## src/sv/assert_macros.svh

```systemverilog
// Assertion macros used by the top level of the HSV converter.
`ifndef ASSERT_MACROS_SVH
`define ASSERT_MACROS_SVH

// Same-cycle implication, disabled while reset is asserted.
`define ASSERT_IMPLIES(label, clk, rst_n, ante, cons, msg) \
    label: assert property (@(posedge clk) disable iff (!rst_n) (ante) |-> (cons)) \
        else $error(msg);

// Next-cycle implication, disabled while reset is asserted.
`define ASSERT_NEXT(label, clk, rst_n, ante, cons, msg) \
    label: assert property (@(posedge clk) disable iff (!rst_n) (ante) |=> (cons)) \
        else $error(msg);

`endif

```

## src/sv/hsv_pkg.sv

```systemverilog
// Shared types and constants of the RGB to HSV pixel converter.
`default_nettype none

package hsv_pkg;

    localparam int PIX_W        = 8;
    localparam int FRONT_STAGES = 3;
    localparam int HUE_DEN_W    = 11;   // 6 * d, d up to 255
    localparam int HUE_NUM_W    = 19;   // 255 * t, t below 6 * d
    localparam int SAT_NUM_W    = 16;   // 255 * d

    // Sector holding the maximum; red wins ties over green, green over blue.
    typedef enum logic [2:0] {
        SEC_RED   = 3'b001,
        SEC_GREEN = 3'b010,
        SEC_BLUE  = 3'b100
    } sector_t;

    typedef struct packed {
        logic [HUE_NUM_W-1:0] hue_num;
        logic [HUE_DEN_W-1:0] hue_den;
        logic [SAT_NUM_W-1:0] sat_num;
        logic [PIX_W-1:0]     sat_den;
        logic [PIX_W-1:0]     val;
    } prep_t;

endpackage

`default_nettype wire

```

## src/sv/hsv_front.sv

```systemverilog
// Front stages: input capture, max/min and sector, dividend and divisor setup.
`default_nettype none

module hsv_front (
    input  wire logic                      aclk,
    input  wire logic                      en,
    input  wire logic [hsv_pkg::PIX_W-1:0] red_in,
    input  wire logic [hsv_pkg::PIX_W-1:0] green_in,
    input  wire logic [hsv_pkg::PIX_W-1:0] blue_in,
    output hsv_pkg::prep_t                 prep
);
    import hsv_pkg::*;

    // stage 1: captured samples
    logic [PIX_W-1:0] r_reg, g_reg, b_reg;

    // stage 2: classification
    logic [PIX_W-1:0] mx_reg, mx_next;
    logic [PIX_W-1:0] d_reg, d_next;
    sector_t          sec_reg, sec_next;
    logic signed [PIX_W:0] diff_reg, diff_next;
    logic [PIX_W-1:0] mn;

    // stage 3: division operands
    prep_t prep_reg, prep_next;
    logic [HUE_DEN_W-1:0] six_d, off;
    logic signed [HUE_DEN_W:0] t_wide;
    logic [HUE_DEN_W-1:0] t;

    always_ff @(posedge aclk) begin
        if (en) begin
            r_reg <= red_in;
            g_reg <= green_in;
            b_reg <= blue_in;
        end
    end

    always_comb begin
        if (r_reg >= g_reg && r_reg >= b_reg) begin
            sec_next  = SEC_RED;
            mx_next   = r_reg;
            diff_next = $signed({1'b0, g_reg}) - $signed({1'b0, b_reg});
        end else if (g_reg >= b_reg) begin
            sec_next  = SEC_GREEN;
            mx_next   = g_reg;
            diff_next = $signed({1'b0, b_reg}) - $signed({1'b0, r_reg});
        end else begin
            sec_next  = SEC_BLUE;
            mx_next   = b_reg;
            diff_next = $signed({1'b0, r_reg}) - $signed({1'b0, g_reg});
        end
        mn = r_reg;
        if (g_reg < mn) mn = g_reg;
        if (b_reg < mn) mn = b_reg;
        d_next = mx_next - mn;
    end

    always_ff @(posedge aclk) begin
        if (en) begin
            mx_reg   <= mx_next;
            d_reg    <= d_next;
            sec_reg  <= sec_next;
            diff_reg <= diff_next;
        end
    end

    // Hue numerator t = sector offset + signed difference; red wraps by 6d when negative.
    always_comb begin
        six_d = HUE_DEN_W'({d_reg, 2'b00}) + HUE_DEN_W'({d_reg, 1'b0});
        unique case (sec_reg)
            SEC_RED:   off = diff_reg[PIX_W] ? six_d : '0;
            SEC_GREEN: off = HUE_DEN_W'({d_reg, 1'b0});
            SEC_BLUE:  off = HUE_DEN_W'({d_reg, 2'b00});
            default:   off = '0;
        endcase
        t_wide = $signed({1'b0, off})
               + $signed({{(HUE_DEN_W-PIX_W){diff_reg[PIX_W]}}, diff_reg});
        t = t_wide[HUE_DEN_W-1:0];

        prep_next.val     = mx_reg;
        prep_next.sat_num = SAT_NUM_W'({d_reg, 8'b0}) - SAT_NUM_W'(d_reg);
        prep_next.sat_den = (mx_reg == '0) ? PIX_W'(1) : mx_reg;
        // grey pixel: force a zero quotient and keep the divisor nonzero
        if (d_reg == '0) begin
            prep_next.hue_num = '0;
            prep_next.hue_den = HUE_DEN_W'(1);
        end else begin
            prep_next.hue_num = HUE_NUM_W'({t, 8'b0}) - HUE_NUM_W'(t);
            prep_next.hue_den = six_d;
        end
    end

    always_ff @(posedge aclk) begin
        if (en) begin
            prep_reg <= prep_next;
        end
    end

    assign prep = prep_reg;

endmodule

`default_nettype wire

```

## src/sv/hsv_div.sv

```systemverilog
// Pipelined restoring divider, STEP_BITS quotient bits per register stage.
`default_nettype none

module hsv_div #(
    parameter int NUM_W     = 19,
    parameter int DEN_W     = 11,
    parameter int Q_W       = 8,
    parameter int STEP_BITS = 2
) (
    input  wire logic             aclk,
    input  wire logic             en,
    input  wire logic [NUM_W-1:0] num,
    input  wire logic [DEN_W-1:0] den,
    output logic      [Q_W-1:0]   quo
);
    localparam int STAGES = Q_W / STEP_BITS;
    localparam int CMP_W  = NUM_W + Q_W;

    // The caller guarantees num < den * 2**Q_W, so the remainder fits NUM_W bits.
    logic [NUM_W-1:0] rem_reg [STAGES];
    logic [DEN_W-1:0] den_reg [STAGES];
    logic [Q_W-1:0]   quo_reg [STAGES];

    for (genvar s = 0; s < STAGES; s++) begin : g_stage
        logic [NUM_W-1:0] rem_src;
        logic [DEN_W-1:0] den_src;
        logic [Q_W-1:0]   quo_src;
        logic [CMP_W-1:0] rem_w;
        logic [CMP_W-1:0] shifted;
        logic [Q_W-1:0]   quo_w;

        if (s == 0) begin : g_first
            assign rem_src = num;
            assign den_src = den;
            assign quo_src = '0;
        end else begin : g_rest
            assign rem_src = rem_reg[s-1];
            assign den_src = den_reg[s-1];
            assign quo_src = quo_reg[s-1];
        end

        always_comb begin
            rem_w   = CMP_W'(rem_src);
            quo_w   = quo_src;
            shifted = '0;
            for (int k = 0; k < STEP_BITS; k++) begin
                shifted = CMP_W'(den_src) << (Q_W - 1 - s * STEP_BITS - k);
                if (rem_w >= shifted) begin
                    rem_w = rem_w - shifted;
                    quo_w[Q_W - 1 - s * STEP_BITS - k] = 1'b1;
                end
            end
        end

        always_ff @(posedge aclk) begin
            if (en) begin
                rem_reg[s] <= rem_w[NUM_W-1:0];
                den_reg[s] <= den_src;
                quo_reg[s] <= quo_w;
            end
        end
    end

    assign quo = quo_reg[STAGES-1];

endmodule

`default_nettype wire

```

## src/sv/rgb_to_hsv_pixel.sv

```systemverilog
// Usage: RGB to HSV pixel converter, 8 bits per channel, fully pipelined.
//
// Input stream s_*: s_tdata carries red, green, blue (red in the low byte).
// Result stream m_*: m_tdata carries hue, saturation, value (hue low byte).
// Value is the channel maximum, saturation floor(255*(max-min)/max) with
// zero for black, hue floor(255*H/360) with zero for grey pixels.
//
// Pipeline: 3 + 8/DIV_STEP_BITS register stages (7 by default): capture,
// max/min, operand setup, then the two restoring dividers that resolve
// DIV_STEP_BITS quotient bits per stage. m_tvalid is the valid bit of the
// last of these stages.
// Throughput: one pixel per clock while m_tready is high.
// Stall: with m_tready low and a result waiting, the whole pipeline holds
// and s_tready drops; nothing is lost or repeated. Empty slots never stall.
// Reset (aresetn low, synchronous) clears all valid bits and holds s_tready
// low; data registers keep whatever they held and are ignored until refilled.
`default_nettype none

module rgb_to_hsv_pixel #(
    parameter int DIV_STEP_BITS = 2
) (
    input  wire logic        aclk,
    input  wire logic        aresetn,
    input  wire logic        s_tvalid,
    output logic             s_tready,
    input  wire logic [23:0] s_tdata,   // red_in[7:0], green_in[15:8], blue_in[23:16]
    output logic             m_tvalid,
    input  wire logic        m_tready,
    output logic      [23:0] m_tdata    // hue_out[7:0], sat_out[15:8], val_out[23:16]
);
    import hsv_pkg::*;
    `include "assert_macros.svh"

    localparam int DIV_STAGES = PIX_W / DIV_STEP_BITS;
    localparam int LAT        = FRONT_STAGES + DIV_STAGES;

    logic             en;
    logic             vld_reg [LAT];
    logic [PIX_W-1:0] val_reg [DIV_STAGES];
    prep_t            prep;
    logic [PIX_W-1:0] hue_q, sat_q;

    // advance everything unless a finished item is waiting on the receiver
    assign en       = !m_tvalid || m_tready;
    assign s_tready = en && aresetn;

    hsv_front u_front (
        .aclk     (aclk),
        .en       (en),
        .red_in   (s_tdata[7:0]),
        .green_in (s_tdata[15:8]),
        .blue_in  (s_tdata[23:16]),
        .prep     (prep)
    );

    hsv_div #(
        .NUM_W     (HUE_NUM_W),
        .DEN_W     (HUE_DEN_W),
        .Q_W       (PIX_W),
        .STEP_BITS (DIV_STEP_BITS)
    ) u_hue_div (
        .aclk (aclk),
        .en   (en),
        .num  (prep.hue_num),
        .den  (prep.hue_den),
        .quo  (hue_q)
    );

    hsv_div #(
        .NUM_W     (SAT_NUM_W),
        .DEN_W     (PIX_W),
        .Q_W       (PIX_W),
        .STEP_BITS (DIV_STEP_BITS)
    ) u_sat_div (
        .aclk (aclk),
        .en   (en),
        .num  (prep.sat_num),
        .den  (prep.sat_den),
        .quo  (sat_q)
    );

    always_ff @(posedge aclk) begin
        if (!aresetn) begin
            for (int i = 0; i < LAT; i++) begin
                vld_reg[i] <= 1'b0;
            end
        end else if (en) begin
            vld_reg[0] <= s_tvalid;
            for (int i = 1; i < LAT; i++) begin
                vld_reg[i] <= vld_reg[i-1];
            end
        end
    end

    // carry value alongside the dividers
    always_ff @(posedge aclk) begin
        if (en) begin
            val_reg[0] <= prep.val;
            for (int i = 1; i < DIV_STAGES; i++) begin
                val_reg[i] <= val_reg[i-1];
            end
        end
    end

    assign m_tvalid = vld_reg[LAT-1];
    assign m_tdata  = {val_reg[DIV_STAGES-1], sat_q, hue_q};

    `ASSERT_IMPLIES(a_black_sat_zero, aclk, aresetn,
        m_tvalid && m_tdata[23:16] == 8'd0, m_tdata[15:8] == 8'd0,
        "saturation nonzero for a black pixel")
    `ASSERT_IMPLIES(a_hue_range, aclk, aresetn,
        m_tvalid, m_tdata[7:0] != 8'd255,
        "hue out of range")
    `ASSERT_IMPLIES(a_grey_hue_zero, aclk, aresetn,
        m_tvalid && m_tdata[15:8] == 8'd0, m_tdata[7:0] == 8'd0,
        "hue nonzero for a grey pixel")
    `ASSERT_NEXT(a_accept_enters, aclk, aresetn,
        s_tvalid && s_tready, vld_reg[0],
        "accepted item did not enter the pipeline")

endmodule

`default_nettype wire
```

## config.mk

```make
export PLATFORM = sky130hd
export DESIGN_NAME = rgb_to_hsv_pixel
export DESIGN_NICKNAME = d
export VERILOG_FILES = /design/src/sv/hsv_pkg.sv /design/src/sv/hsv_front.sv /design/src/sv/hsv_div.sv /design/src/sv/rgb_to_hsv_pixel.sv
export VERILOG_INCLUDE_DIRS = /design/src /design/src/sv
export SDC_FILE = /design/constraint.sdc
export NUM_CORES = 1
export LEC_CHECK = 0
export ABC_AREA = 1
export BUFFER_PORTS_ARGS = -buffer_cell sky130_fd_sc_hd__buf_2
export CAP_MARGIN = 20
export CORE_MARGIN = 1
export CORE_UTILIZATION = 25
export CTS_CLUSTER_DIAMETER = 50
export DETAILED_ROUTE_END_ITERATION = 6
export PLACE_DENSITY = 0.45
export RECOVER_POWER = 25
export SLEW_MARGIN = 20
export SYNTH_ARGS = -nofsm -noshare
export SYNTH_HDL_FRONTEND = slang
export SYNTH_HIERARCHICAL = 1
export SYNTH_SLANG_ARGS = --single-unit
export TNS_END_PERCENT = 5
```

## constraint.sdc

```tcl
create_clock -name aclk -period 8.1 [get_ports aclk]
set_clock_uncertainty 0.15 [all_clocks]
set_input_delay 0.405 -clock aclk [delete_from_list [all_inputs] [get_ports aclk]]
set_output_delay 0.405 -clock aclk [all_outputs]
set_load 0.01 [all_outputs]
```

==> reports/metrics.json, run 1 <==
{
  "setup_path": {
    "critPathTopFamily": "simple AND/OR/NAND/NOR gates",
    "path_common_cell": "sky130_fd_sc_hd__nand2_1",
    "timing.critical_path.fanout_max": 18,
    "slowest_stage": "sky130_fd_sc_hd__nor2_2",
    "end_kind": "flop",
    "crit_path_cell_trace": "inv_1, ha_1, nand2_1, nor2_1, nor2_1, o21ai_2, nand4_1, nand3_2, inv_1, o21ai_0, ha_1, a21o_1, a31oi_1, nor2_1, nor4_1, nand2_1, nor2_2, nand2_1, nand2_1, inv_1",
    "buf_inv_on_cp": 3,
    "critical_path_required_ns": 8.32,
    "cp.arrival_ns": 5.70,
    "worstSetupStartpointType": "flop",
    "critPathMaxStageDelay_ns": 0.49,
    "setup.worst_path.class": "flop to flop"
  },
  "die": {
    "core.rowCount": 117,
    "fp.dieH_microns": 322,
    "die-width_microns": 322,
    "coreArea_sq_um": 102000,
    "die_area_sq_um": 104000,
    "initial_core_utilization_pct": 25.2,
    "ios": 54
  },
  "grt": {
    "grt_pass1_wl_microns": 103000,
    "grt_overflow": 0,
    "grt_pass1_vias": 19566,
    "antenna_found_initial": 0,
    "grt_util_all_layers_pct": 12.2,
    "maximum_number_of_pins_on_one_net_before_global_route_repair": 138
  },
  "synth": {
    "synthFlopType": "sky130_fd_sc_hd__edfxtp_1",
    "syn_inst": 3043,
    "synth.yosys.seq_area_share_pct": 41.4,
    "synthesis.nets": 3311,
    "synth_most_common_cell": "sky130_fd_sc_hd__nand2_1",
    "ys_top_cells_by_area": "sky130_fd_sc_hd__edfxtp_1, sky130_fd_sc_hd__nand2_1, sky130_fd_sc_hd__ha_1, sky130_fd_sc_hd__inv_1, sky130_fd_sc_hd__nand3_1",
    "synthDistinctLibCells": 63,
    "mappedNetlistArea_sq_um": 25600,
    "synth_area_leader_cell": "sky130_fd_sc_hd__edfxtp_1",
    "synth_enable_flop_cells": 350,
    "postSynthAreaPerCell_sq_um": 8.42,
    "ys_ff_latch": 355,
    "fraction_of_registers_with_async_set_reset_pct": 0,
    "yosys_warnings": 6,
    "synth.top_cell.area_share_pct": 41.0,
    "ys_top_cells_by_count": "sky130_fd_sc_hd__nand2_1, sky130_fd_sc_hd__inv_1, sky130_fd_sc_hd__edfxtp_1, sky130_fd_sc_hd__nor2_1, sky130_fd_sc_hd__ha_1"
  },
  "sta": {
    "relSlewSlack_pct": 35.1,
    "layout_worst_path_cycle_share_pct": 67.6,
    "maxClockFrequency_ghz": 0.183,
    "finalMaxSlewViolations": 0,
    "setup_total_negative_slack_ns": 0,
    "final.min_clock_period_ns": 5.48,
    "final_hold_viol_count": 0,
    "worstMarginPinSlew_ns": 0.974,
    "setup_violations": 0,
    "post-route-worst-setup-slack_ns": 2.62,
    "rsz0062_at_grt": "false"
  },
  "job": {
    "max-cap-violations": 0
  },
  "placement": {
    "gpl.final_weighted_congestion": 0.892,
    "post_place_cells": 4423,
    "io_buffer_count": 53,
    "dpl_worst_slack_ns": 2.58,
    "post_dp_cell_area_sq_um": 27400,
    "place_hpwl_microns": 49300
  },
  "cts": {
    "htree_levels": 2,
    "ctsResizeCount": 0,
    "cts_inserted_buffers": 57,
    "tritoncts": "built",
    "cts.clk_slew.worst_paths_ns": 0.06,
    "max-clock-path-buffers": 3,
    "clock_sinks": 355,
    "worstSkewPairLatency_ns": 0.62,
    "cts-root-buf": "sky130_fd_sc_hd__clkbuf_16"
  },
  "layout": {
    "largest_reg_flops": 62,
    "filler_cell_count": 10847,
    "syn_to_final_growth_pct": 15.2,
    "drive_above_1_share_pct": 9.32,
    "fin_cells": 4556,
    "ant_diodes": 0,
    "finish.instance_area_sq_um": 29500,
    "final_nets": 3410
  },
  "detailed_routing": {
    "drt_drc_violations_left": 0,
    "drt-total-wl_microns": 62900,
    "drt-pass1-iter-count": 5,
    "wl_per_cell_microns": 13.8,
    "drt-vias-per-instance": 4.35,
    "drt_first_iter_violations": 1069,
    "routed-via-count": 19802,
    "antenna_violating_nets_post_route": 0
  },
  "min_path": {
    "min-delay-path-class": "input port to flop"
  },
  "run_status": {
    "outcome": "finished, final reports clean"
  }
}
-- through the flow --
stage / hold slack [ns] / utilization, %
final: 0.0727 / 29.0
after global routing: 0.0525 / 29.0
after CTS: 0.00167 / 29.0
after detailed placement: 0.255 / 26.9
after global placement: 0.251 / 26.9
after floorplan: 0.250 / -
-- worst paths after layout --
| path | endpoint | cells past startpoint | start | slack (ns) |
|---|---|---|---|---|
| max reg2reg | u_hue_div/rem_reg[0][18] | 20 | u_front/prep[33] | 2.62 |
| min | vld_reg[3] | 4 | m_tready | 0.07 |
| min reg2reg | u_hue_div/quo_reg[3][6] | 0 | u_hue_div/quo_reg[2][6] | 0.26 |
| max | u_hue_div/rem_reg[0][18] | 20 | u_front/prep[33] | 2.62 |
-- cells in the final DEF, fill, tap and decap left out, drive strengths merged, types with 2 or more instances in the layout --
cell / instances
o221ai: 9
a31oi: 12
o2111ai: 2
xor2: 83
ha: 220
nor3b: 4
o211ai: 12
a21boi: 2
o21ai: 160
clkinv: 22
xnor2: 61
a21oi: 191
o21bai: 10
dlygate4sd3: 28
nand3b: 12
inv: 451
nand2: 788
fa: 20
clkinvlp: 7
nor4: 9
o21a: 6
nor2: 244
nand4: 63
or2: 17
a21o: 15
nand3: 204
nor3: 33
a221oi: 4
buf: 54
o22ai: 9
bufinv: 2
and2: 6
edfxtp: 350
clkbuf: 67
dfxtp: 5
-- cells by family (layout without fill, tap and decap cells) --
family | after synthesis | after routing | share of synthesized area (%)
and+or+nand+nor | 1383 | 1383 | 24.0
buffers and inverters | 486 | 631 | 7.52
AOI/OAI and AO/OA | 435 | 435 | 9.75
DFF | 355 | 355 | 41.4
adders and majority gates | 240 | 240 | 12.3
xor gates and xnor gates | 144 | 144 | 4.98
-- metal layers --
layer  up-vias  share of wire (%)  global-route usage (%)  routed length (microns)
li1      10474                  -                       -                        -
met1      8981                 48                    16.1                    30400
met2       262                 46                    20.7                    29200
met3        85                3.2                    1.78                     2000
met4         0                2.1                    3.34                     1310
met5         -                  0                       0                        0
-- repair_timing --
action                    CTS  global route
setup buffers               0             0
hold endpoints to repair   29             0
hold buffers               28             0
-- area by class of cell --
cell class / count / area, sq um / share of cell area, %
inverters: 440 / 1650 / 5.61
repair buffers: 86 / 591 / 2.00
flip-flops and latches: 355 / 10600 / 36.0
multi-input cells: 2202 / 13100 / 44.4
well taps: 1368 / 1710 / 5.80
clock buffers: 63 / 1470 / 4.98
clock inverters: 42 / 378 / 1.28
-- worst register-to-register path: stages, from the launching register on --
cell and delay (ns):
sky130_fd_sc_hd__edfxtp_1 0.41, sky130_fd_sc_hd__inv_1 0.23, sky130_fd_sc_hd__ha_1 0.28, sky130_fd_sc_hd__nand2_1 0.08, sky130_fd_sc_hd__nor2_1 0.05, sky130_fd_sc_hd__nor2_1 0.23
sky130_fd_sc_hd__o21ai_2 0.13, sky130_fd_sc_hd__nand4_1 0.10, sky130_fd_sc_hd__nand3_2 0.22, sky130_fd_sc_hd__inv_1 0.41, sky130_fd_sc_hd__o21ai_0 0.25, sky130_fd_sc_hd__ha_1 0.40
sky130_fd_sc_hd__a21o_1 0.22, sky130_fd_sc_hd__a31oi_1 0.18, sky130_fd_sc_hd__nor2_1 0.06, sky130_fd_sc_hd__nor4_1 0.45, sky130_fd_sc_hd__nand2_1 0.12, sky130_fd_sc_hd__nor2_2 0.49
sky130_fd_sc_hd__nand2_1 0.49, sky130_fd_sc_hd__nand2_1 0.19, sky130_fd_sc_hd__inv_1 0.06
Power of run 1 is not shown: default switching activity piles up to over one toggle a cycle in this logic, so the estimate is an artifact.
==> inputs of run 2 (changes only) <==
- clock period: 8.1 -> 5.7 ns (I/O delays scaled with it)
==> reports/metrics.json, run 2 (synthesis gave the netlist of run 1 again) <==
{
  "run_status": {
    "outcome": "finished, final reports clean"
  },
  "die": {
    "core.rowCount": {"value": 117, "change": "unchanged"},
    "die-width": {"value": 322, "unit": "microns", "change": "unchanged"},
    "ios": {"value": 54, "change": "unchanged"},
    "initial_core_utilization": {"value": 25.2, "unit": "%", "change": "unchanged"},
    "fp.dieH": {"value": 322, "unit": "microns", "change": "unchanged"},
    "die_area": {"value": 104000, "unit": "sq um", "change": "unchanged"},
    "coreArea": {"value": 102000, "unit": "sq um", "change": "unchanged"}
  },
  "cts": {
    "worstSkewPairLatency": {"value": 0.66, "unit": "ns", "change": "+0.04 ns"},
    "cts_inserted_buffers": {"value": 60, "change": "+5.3%"},
    "htree_levels": {"value": 2, "change": "unchanged"},
    "tritoncts": "built",
    "cts-root-buf": "sky130_fd_sc_hd__clkbuf_16",
    "cts.clk_slew.worst_paths": {"value": 0.06, "unit": "ns", "change": "about the same"},
    "clock_sinks": {"value": 355, "change": "unchanged"},
    "max-clock-path-buffers": {"value": 3, "change": "unchanged"},
    "cts_post_setup_buffers_inserted": {"value": 0, "change": "unchanged"}
  },
  "sta": {
    "worstMarginPinSlew": {"value": 0.862, "unit": "ns", "change": "-0.111 ns"},
    "layout_worst_path_cycle_share": {"value": 88.7, "unit": "%", "change": "+21 points"},
    "setup_violations": {"value": 0, "change": "unchanged"},
    "final_hold_viol_count": {"value": 0, "change": "unchanged"},
    "relSlewSlack": {"value": 42.0, "unit": "%", "change": "+6.9 points"},
    "maxClockFrequency": {"value": 0.198, "unit": "GHz", "change": "+8.3%"},
    "rsz0062_at_grt": "false",
    "finalMaxSlewViolations": {"value": 0, "change": "unchanged"},
    "final.min_clock_period": {"value": 5.06, "unit": "ns", "change": "-0.419 ns"},
    "setup_total_negative_slack": {"value": 0, "unit": "ns", "change": "unchanged"}
  },
  "grt": {
    "antenna_found_initial": {"value": 0, "change": "unchanged"},
    "maximum_number_of_pins_on_one_net_before_global_route_repair": {"value": 125, "change": "-9.4%"},
    "grt_pass1_vias": {"value": 19747, "change": "+0.93%"},
    "grt_pass1_wl": {"value": 103000, "unit": "microns", "change": "+0.56%"},
    "grt_overflow": {"value": 0, "change": "unchanged"},
    "grt_util_all_layers": {"value": 12.3, "unit": "%", "change": "+0.092 points"}
  },
  "detailed_routing": {
    "wl_per_cell": {"value": 13.8, "unit": "microns", "change": "+0.26%"},
    "drt-total-wl": {"value": 63200, "unit": "microns", "change": "+0.53%"},
    "drt-vias-per-instance": {"value": 4.35, "change": "about the same"},
    "drt_first_iter_violations": {"value": 1060, "change": "-0.84%"},
    "antenna_violating_nets_post_route": {"value": 0, "change": "unchanged"},
    "routed-via-count": {"value": 19854, "change": "+0.26%"},
    "drt-pass1-iter-count": {"value": 6, "change": "+1"},
    "drt_drc_violations_left": {"value": 0, "change": "unchanged"}
  },
  "setup_path": {
    "critPathMaxStageDelay": {"value": 0.40, "unit": "ns", "change": "-0.09 ns"},
    "buf_inv_on_cp": {"value": 7, "change": "+4"},
    "regToRegEndpoint": "u_front/d_reg[7]",
    "r2r_start": "u_front/g_reg[6]",
    "worst_r2r_path_depth": {"value": 34, "change": "+70%"},
    "r2r_setup_slack": {"value": 0.64, "unit": "ns", "change": "-1.98 ns"},
    "worstSetupStartpointType": "flop",
    "cp.arrival": {"value": 5.33, "unit": "ns", "change": "-0.37 ns"},
    "path_common_cell": "sky130_fd_sc_hd__nand2_1",
    "slowest_stage": "sky130_fd_sc_hd__edfxtp_1",
    "critPathTopFamily": "simple AND/OR/NAND/NOR gates",
    "setup.worst_path.class": "flop to flop",
    "end_kind": "flop",
    "timing.critical_path.fanout_max": {"value": 15, "change": "-3"},
    "critical_path_required": {"value": 5.97, "unit": "ns", "change": "-2.35 ns"}
  },
  "placement": {
    "place_hpwl": {"value": 49700, "unit": "microns", "change": "+0.82%"},
    "gpl.final_weighted_congestion": {"value": 0.887, "change": "-0.52%"},
    "io_buffer_count": {"value": 53, "change": "unchanged"}
  },
  "layout": {
    "most-common-layout-cells": "sky130_fd_sc_hd__nand2_1, sky130_fd_sc_hd__inv_1, sky130_fd_sc_hd__edfxtp_1",
    "syn_to_final_growth_pct": 15.8,
    "layout_commonest_cell": "sky130_fd_sc_hd__nand2_1",
    "largest_reg_flops": {"value": 62, "change": "unchanged"},
    "ant_diodes": {"value": 0, "change": "unchanged"},
    "final_nets": {"value": 3421, "change": "+0.32%"},
    "drive_above_1_share": {"value": 9.44, "unit": "%", "change": "+0.12 points"}
  },
  "min_path": {
    "min_delay_worst_endpoint": "u_front/b_reg[1]",
    "min_path_cells": {"value": 2, "change": "-2"},
    "min-delay-path-class": "input port to flop",
    "timing.hold.worst.start": "s_tdata[17]"
  },
  "job": {
    "max-cap-violations": {"value": 0, "change": "unchanged"}
  }
}
[run 2: layer usage]
layer,up-vias,global-route usage (%),wire length [microns]
li1,10495,-,-
met2,250,21.0,29600
met4,0,3.41,1410
met5,-,0,0
met1,9020,15.9,30200
met3,89,2.04,2070
[run 2: timing repair]
action	in CTS	in global routing
hold buffers	30	0
endpoints found under the setup margin	0	0
endpoints found under the hold margin	33	0
gates resized for setup	0	0
[run 2: area by class of cell]
type	count	area (sq um)
inverters	440	1650
repair buffers	94	668
fillers	10898	72100
multi-input cells	2202	13100
flip-flops and latches	355	10600
clock buffers	66	1520
clock inverters	43	414
well taps	1368	1710
[run 2: stage by stage]
stage	setup slack, ns	cell area, sq um	util [%]	cells	hold slack, ns
6_report	0.643	29700	29.2	4568	0.180
5_1_grt	0.0794	29700	29.2	4568	0.138
4_1_cts	0.612	29700	29.2	4568	0.104
3_5_place_dp	0.630	27400	27.0	4429	0.255
3_3_place_gp	0.600	27400	27.0	4429	0.251
2_1_floorplan	1.14	25600	-	3043	0.234
[run 2: worst max-delay path by stage]
stage	from	endpoint	slack, ns	cells after the start
2_1_floorplan	u_front/r_reg[6]	u_front/d_reg[7]	1.14	34
3_3_place_gp	u_front/prep[40]	u_hue_div/rem_reg[0][18]	0.60	18
3_5_place_dp	u_front/prep[33]	u_hue_div/rem_reg[0][15]	0.63	20
4_1_cts	u_front/prep[33]	u_hue_div/rem_reg[0][15]	0.61	20
5_1_grt	u_front/g_reg[5]	u_front/d_reg[7]	0.08	34
6_report	u_front/g_reg[6]	u_front/d_reg[7]	0.64	34
Power of run 2 is left out for the same reason.
